**src/hdl/arbt_pkg.sv**
```systemverilog
// arbt_pkg: types and constants shared by the address range ban table.
// No dependencies.
`timescale 1ns / 1ps
package arbt_pkg;
	localparam int MaxRanges = 64;

	localparam logic [1:0] FUNC_ADD    = 2'd0;
	localparam logic [1:0] FUNC_REMOVE = 2'd1;
	localparam logic [1:0] FUNC_CHECK  = 2'd2;
	localparam logic [1:0] FUNC_NEXT   = 2'd3;

	localparam logic [1:0] ST_DONE    = 2'd0;
	localparam logic [1:0] ST_FULL    = 2'd1;
	localparam logic [1:0] ST_NOMATCH = 2'd2;

	// cell load select
	localparam logic [1:0] SEL_HOLD  = 2'd0;
	localparam logic [1:0] SEL_LEFT  = 2'd1;
	localparam logic [1:0] SEL_RIGHT = 2'd2;
	localparam logic [1:0] SEL_REP   = 2'd3;

	typedef struct packed {
		logic [1:0]  func;
		logic [31:0] low_addr;
		logic [31:0] high_addr;
	} req_t;

	typedef struct packed {
		logic [1:0]  status;
		logic [6:0]  count;
		logic        found;
		logic [31:0] range_low;
		logic [31:0] range_high;
	} rsp_t;

	// what a cell reports about its range against the current item
	typedef struct packed {
		logic        valid;
		logic        below;   // hi < bound used for first_not_below
		logic        le_hi;   // lo <= bound used for first_above
		logic        le_q;    // lo <= query (next)
		logic [31:0] lo;
		logic [31:0] hi;
	} cell_info_t;

	// broadcast command to every cell
	typedef struct packed {
		logic        cmp_en;   // latch comparison flags
		logic [31:0] nb_bound; // bound for "hi below"
		logic [31:0] fa_bound; // bound for "lo at or below"
		logic [31:0] q_bound;
		logic        shift;    // apply the splice
	} cell_cmd_t;
endpackage

```
**src/hdl/arbt_cell.sv**
```systemverilog
// arbt_cell: one slot of the sorted range chain.
// Depends on arbt_pkg. Loads from its left or right neighbour, or from rep, on a splice.
`timescale 1ns / 1ps
module arbt_cell (
	input  logic                  clk,
	input  logic                  arst_n,
	input  arbt_pkg::cell_cmd_t   cmd,
	input  logic [1:0]            sel,      // arbt_pkg::SEL_* load select
	input  logic                  new_valid,
	input  logic [63:0]           rep,
	input  logic                  left_valid,
	input  logic [63:0]           left_data,
	input  logic                  right_valid,
	input  logic [63:0]           right_data,
	output arbt_pkg::cell_info_t  info
);
	logic        valid_q;
	logic [63:0] data_q;
	logic        below_q, le_hi_q, le_q_q;

	always_ff @(posedge clk or negedge arst_n) begin
		if (!arst_n) begin
			valid_q <= 1'b0;
		end else if (cmd.shift) begin
			case (sel)
				arbt_pkg::SEL_LEFT:  valid_q <= left_valid;
				arbt_pkg::SEL_RIGHT: valid_q <= right_valid;
				arbt_pkg::SEL_REP:   valid_q <= new_valid;
				default: valid_q <= valid_q;
			endcase
		end
	end

	always_ff @(posedge clk) begin
		if (cmd.shift) begin
			case (sel)
				arbt_pkg::SEL_LEFT:  data_q <= left_data;
				arbt_pkg::SEL_RIGHT: data_q <= right_data;
				arbt_pkg::SEL_REP:   data_q <= rep;
				default: data_q <= data_q;
			endcase
		end
		if (cmd.cmp_en) begin
			below_q <= data_q[31:0] < cmd.nb_bound;
			le_hi_q <= data_q[63:32] <= cmd.fa_bound;
			le_q_q  <= data_q[63:32] <= cmd.q_bound;
		end
	end

	assign info = '{valid: valid_q, below: below_q, le_hi: le_hi_q, le_q: le_q_q,
		lo: data_q[63:32], hi: data_q[31:0]};
endmodule

```
**config.mk**
```make
export PLATFORM = sky130hd
export DESIGN_NAME = arbt_cell
export DESIGN_NICKNAME = d
export VERILOG_FILES = /design/src/hdl/arbt_pkg.sv /design/src/hdl/arbt_cell.sv
export SDC_FILE = /design/constraint.sdc
export NUM_CORES = 1
export LEC_CHECK = 0
export BUFFER_PORTS_ARGS = -buffer_cell sky130_fd_sc_hd__buf_2
export CAP_MARGIN = 25
export CORE_AREA = 2 2 143 145
export DETAILED_ROUTE_END_ITERATION = 16
export DIE_AREA = 0 0 145 147
export PLACE_DENSITY = 0.63
export SYNTH_ARGS = -nofsm -noshare
export SYNTH_HDL_FRONTEND = slang
export SYNTH_SLANG_ARGS = --single-unit
```
**constraint.sdc**
```tcl
create_clock -name clk -period 3 [get_ports clk]
set_input_delay 0.15 -clock clk [delete_from_list [all_inputs] [get_ports clk]]
set_output_delay 0.15 -clock clk [all_outputs]
set_load 0.005 [all_outputs]
```
# ---- After elaboration in Yosys (flattened, before gate mapping)
# Cells that the tools add are included.
dict set report word_totals {
  wordCells 15
  out_inout_bits 68
  register_bits 68
  in_bits 297
}
dict set report classes {
  order_cmp 3
  mux 2
  reduce_logical 2
  n_eq_ne 3
}
# op count
set op_table {}
lappend op_table {{one-hot mux 64 bit (3 select lines)} 1}
lappend op_table {{less-or-equal comparator 32 bit} 2}
lappend op_table {{less-than comparator 32 bit} 1}
lappend op_table {{equality test 2 bit (second input constant)} 2}
lappend op_table {{one-hot mux 1 bit (3 select lines)} 1}
lappend op_table {{nonzero test 3 bit} 1}
lappend op_table {{equality test 2 x 1 -> 1 bit (second input constant)} 1}
lappend op_table {{AND reduction 2 bit} 1}

# ---- Depth between registers and ports, before layout
dict set report depth {
  ltp_word 3
  depth_mapped 7
}

# ---- Least setup slack after synthesis
# No wires, ideal clock.
dict set report synth_path {
  path_kind {input -> register}
  startpoint {input port sel[1]}
  endpoint {register data_q[0] (enable)}
  required_ns 2.574
  setup_time_ns 0.426
  arrival_ns 2.420
  stages 4
  path_slack_ns 0.153
  path_buffers 3
  cell_sequence {clkbuf_1 -> clkbuf_1 -> clkbuf_1 -> o21a_1}
}
dict set report synth_via {
  elab_chain_len 3
  word_cells_on_any_way 5
  cone_classes {3 x eq/ne; 2 x reduce/logical}
}
# item line
set synth_lines {}
lappend synth_lines {{start, declared} arbt_cell.sv:8} ;# input logic [1:0] sel,
lappend synth_lines {{equality test 2 bit / equality test 2 x 1 -> 1 bit (equally long branches)} arbt_cell.sv:36} ;# case (sel)
lappend synth_lines {{nonzero test 3 bit (no line) *} -}
lappend synth_lines {{AND reduction 2 bit (no line) *} -}
lappend synth_lines {{end signal, assigned} arbt_cell.sv:37} ;# arbt_pkg::SEL_LEFT: data_q <= left_data;
lappend synth_lines {{end signal, assigned} arbt_cell.sv:38} ;# arbt_pkg::SEL_RIGHT: data_q <= right_data;
lappend synth_lines {{end signal, assigned} arbt_cell.sv:39} ;# arbt_pkg::SEL_REP: data_q <= rep;
lappend synth_lines {{end, declared} arbt_cell.sv:18} ;# logic [63:0] data_q;
# Mark *: on every way between the ends. The rest lies on a longest branch, timed or not.
# A chain may end at the register's enable or synchronous reset.

# ---- Final worst setup path
dict set report layout_path {
  startpoint {register data_q[62]}
  endpoint {register le_q_q (data pin)}
}
dict set report layout_via {
  elab_chain_len 1
}
# item line
set layout_lines {}
lappend layout_lines {{less-or-equal comparator 32 bit} arbt_cell.sv:46} ;# le_q_q <= data_q[63:32] <= cmd.q_bound;
lappend layout_lines {{end signal, assigned} arbt_cell.sv:46}
lappend layout_lines {{end, declared} arbt_cell.sv:19} ;# logic below_q, le_hi_q, le_q_q;
# No other way between the ends.

==> out/qor.txt <==
Hold Path Cell Cnt -> 1
Slew HR -> 0.6279
CTS tree -> yes
Synth top area share -> 0.3490
Core ar. -> 19840 um2
Total grt overflow -> 0
Share of layout cells above drive strength 1 -> 0.3882
Worst EP required -> 3.07 ns
Clock Skew -> 0.007257 ns
Post-route clock period utilization -> 0.8042
CTS max path bufs -> 2
Initial antenna violation count -> 0
Switching share of total power -> 0.2778
Worst slack, placed -> 0.6205 ns
Worst vdd rail ir drop -> 300.1 uV
Worst-path clk slew -> 0.06 ns
DR WL met2 -> 9230 um
Post-Place Cells -> 1237
Crit end category -> flip-flop
Largest net degree at the start of global routing -> 132
Clock power share -> 0.366
DRC Markers -> 0
1st-pass router iterations -> 4
RSZ-0062 raised after global routing -> no
Hold Vio Cnt, Final -> 0
Final worst slack -> 0.5873 ns
Die Width -> 145 um
Die ar. -> 21320 um2
Vias -> 5700
CTS sink count -> 68
Logic pwr share -> 0.266
Max-slew violation count -> 0
Largest cells by area after synthesis -> edfxtp_1 35%, ha_1 21%, mux2i_1 11%, a21oi_1 8.3%, inv_1 6.4%
First-pass GRT wire length -> 28190 um
Power per Cell Area -> 409.9 nW/um2
Root Buffer -> clkbuf_16
Global Route Usage Sum -> 0.1657
Critical path class -> reg2reg
Most common cell in the netlist -> inv_1
H-tree Lvls -> 3
Gp weighted congestion -> 0.7996
# Post-CTS Setup Buffers -> 0
DIE HEIGHT -> 147 um
Crit path DAT -> 2.48 ns
Yosys top cell by area -> edfxtp_1
Worst-margin pin slew -> 0.5582 ns
DR vias/cell -> 4.545
P_leak -> 4.399 nW
Seq cells post-synth -> 68
Number of global-route vias before repair -> 5811
Dpl hpwl -> 15280 um
Post-synthesis net count -> 1019
Tot Pwr -> 0.003368 W
Max Fanout on Critical Path -> 3
Status -> complete, no violations
Reg power frac -> 0.368
Hold WS -> 0.09717 ns
Ys Warns -> 0
Reg2reg start -> data_q[62]
Cell Area, Synth -> 5764 um2
Post-synth EDFFs -> 67
Cts-stage hold buffer count -> 1
Hold path start -> cmd[97]
Setup crit start kind -> flip-flop
TritonCTS buffer count -> 9
I/O Pins -> 365
Netlist cell types -> 33
Clock Latency Late Sink -> 0.33 ns
Routed wire length -> 17960 um
Row count -> 52
Input/output buffers -> 364
NumNets Final -> 1371
Final setup viols -> 0
HP Class -> in2reg
Antenna viol nets, final -> 0
FF-to-FF End -> le_q_q
Crit path time final -> 2.413 ns
# diodes -> 0
DRT iter0 DRCs -> 150
Synthesis-to-finish area growth -> 42.54%
Max Cap Viol -> 0
Net Sw Power -> 0.0009357 W
Synth Flop Type -> edfxtp_1
Synthesized instance count -> 627
Post-cts sizing count -> 0
FF-to-FF setup slack -> 0.59 ns
Ys async rst share -> 0.01471
Met1 Wirelength -> 7389 um
Drt wl/cell -> 14.32 um
Met3 wire len -> 1017 um
Setup_tns -> 0 ns
Sequential share of the synthesized area -> 0.3534
Fmax -> 414.5 MHz
Worst Hold End -> below_q
Non-Filler Instances -> 1254
Mean Syn Cell Area -> 9.193 um2
Initial core utilization -> 0.2905
Synth top cells by count -> 98 x inv_1, 96 x a21oi_1, 95 x ha_1
Top Layer Used -> met4
Int Pwr -> 0.002433 W
Reg2Reg Depth -> 6
## through the flow
| stage | utilization | cell area [um2] |
|---|---|---|
| 2_1_floorplan | - | 5764 |
| 3_3_place_gp | 0.3967 | 7873 |
| 3_5_place_dp | 0.3967 | 7873 |
| 4_1_cts | 0.4141 | 8217 |
| 5_1_grt | 0.4141 | 8217 |
| 6_report | 0.4141 | 8217 |
## sequential cells by signal, summed over array words and instances (netlist names)
name,cells
le_hi_q,1
data_q,64
valid_q,1
le_q_q,1
below_q,1
## final cells by class
cell class / instances / area, um2
sequential: 68 / 2037
inverter: 98 / 367.9
timing repair buffer: 368 / 1897
fill: 2029 / 11630
multi-input combinational: 434 / 3243
clock inverter: 4 / 97.59
tap: 270 / 337.8
clock buffer: 12 / 236.5
## cell usage in the layout (no fill, tap or decap), types with 3 or more instances in the layout
cell,Yosys,routed
a211oi_1,4,4
bufinv_16,0,3
o21ai_0,8,8
a21oi_1,96,96
nand4_1,15,15
buf_2,6,362
mux2i_1,65,65
clkbuf_1,17,3
a2111o_1,3,3
a31oi_1,3,3
a221oi_1,7,7
ha_1,95,95
nand2_1,25,25
nand2b_1,3,3
edfxtp_1,67,67
or3_1,3,3
nor2_1,73,73
nand3_1,9,9
and4_1,3,3
a21o_1,3,3
clkbuf_16,0,9
inv_1,98,98
buf_12,0,3
o21ai_1,4,4
## power by group through the flow
| stage | logic, W | registers, W | clock network (W) |
|---|---|---|---|
| final | 0.000897 | 0.00124 | 0.00123 |
| after global placement | 0.000889 | 0.00125 | 0 |
| after detailed placement | 0.000906 | 0.00126 | 0 |
| after CTS | 0.000912 | 0.00124 | 0.00127 |
| after global routing | 0.00103 | 0.00125 | 0.00131 |
| after floorplan | 0.000476 | 0.00125 | 0 |
## how the worst max path moves through the flow
| stage | slack (ns) | to | start |
|---|---|---|---|
| 2_1_floorplan | 0.15 | data_q[0] | sel[1] |
| 3_5_place_dp | 0.62 | le_q_q | data_q[62] |
| 3_3_place_gp | 0.67 | le_q_q | data_q[62] |
| 6_report | 0.59 | le_q_q | data_q[62] |
| 4_1_cts | 0.60 | le_q_q | data_q[62] |
| 5_1_grt | 0.46 | le_q_q | data_q[62] |
## metal layers
layer	up-vias	GRT usage
met5	-	0
met4	0	0.04950
met3	21	0.04099
met2	198	0.3069
met1	2526	0.1883
li1	2955	-
## cell families (layout without fill, tap and decap cells)
kind of cell | count (synthesis) | count (layout) | share of synthesized area
and+or+nand+nor | 137 | 137 | 0.1068
muxes | 65 | 65 | 0.1129
buffers and inverters | 125 | 482 | 0.08530
adders and majority gates | 95 | 95 | 0.2062
DFF | 68 | 68 | 0.3534
AOI/OAI and AO/OA | 137 | 137 | 0.1354
## worst max-delay path, cell delays in order (launching register included)
cell	delay (ns)
edfxtp_1	0.42
ha_1	0.35
nand4_1	0.13
or3_1	0.41
or4_4	0.56
a31oi_1	0.17
o22ai_1	0.11
(Power assumes the default switching activity.)
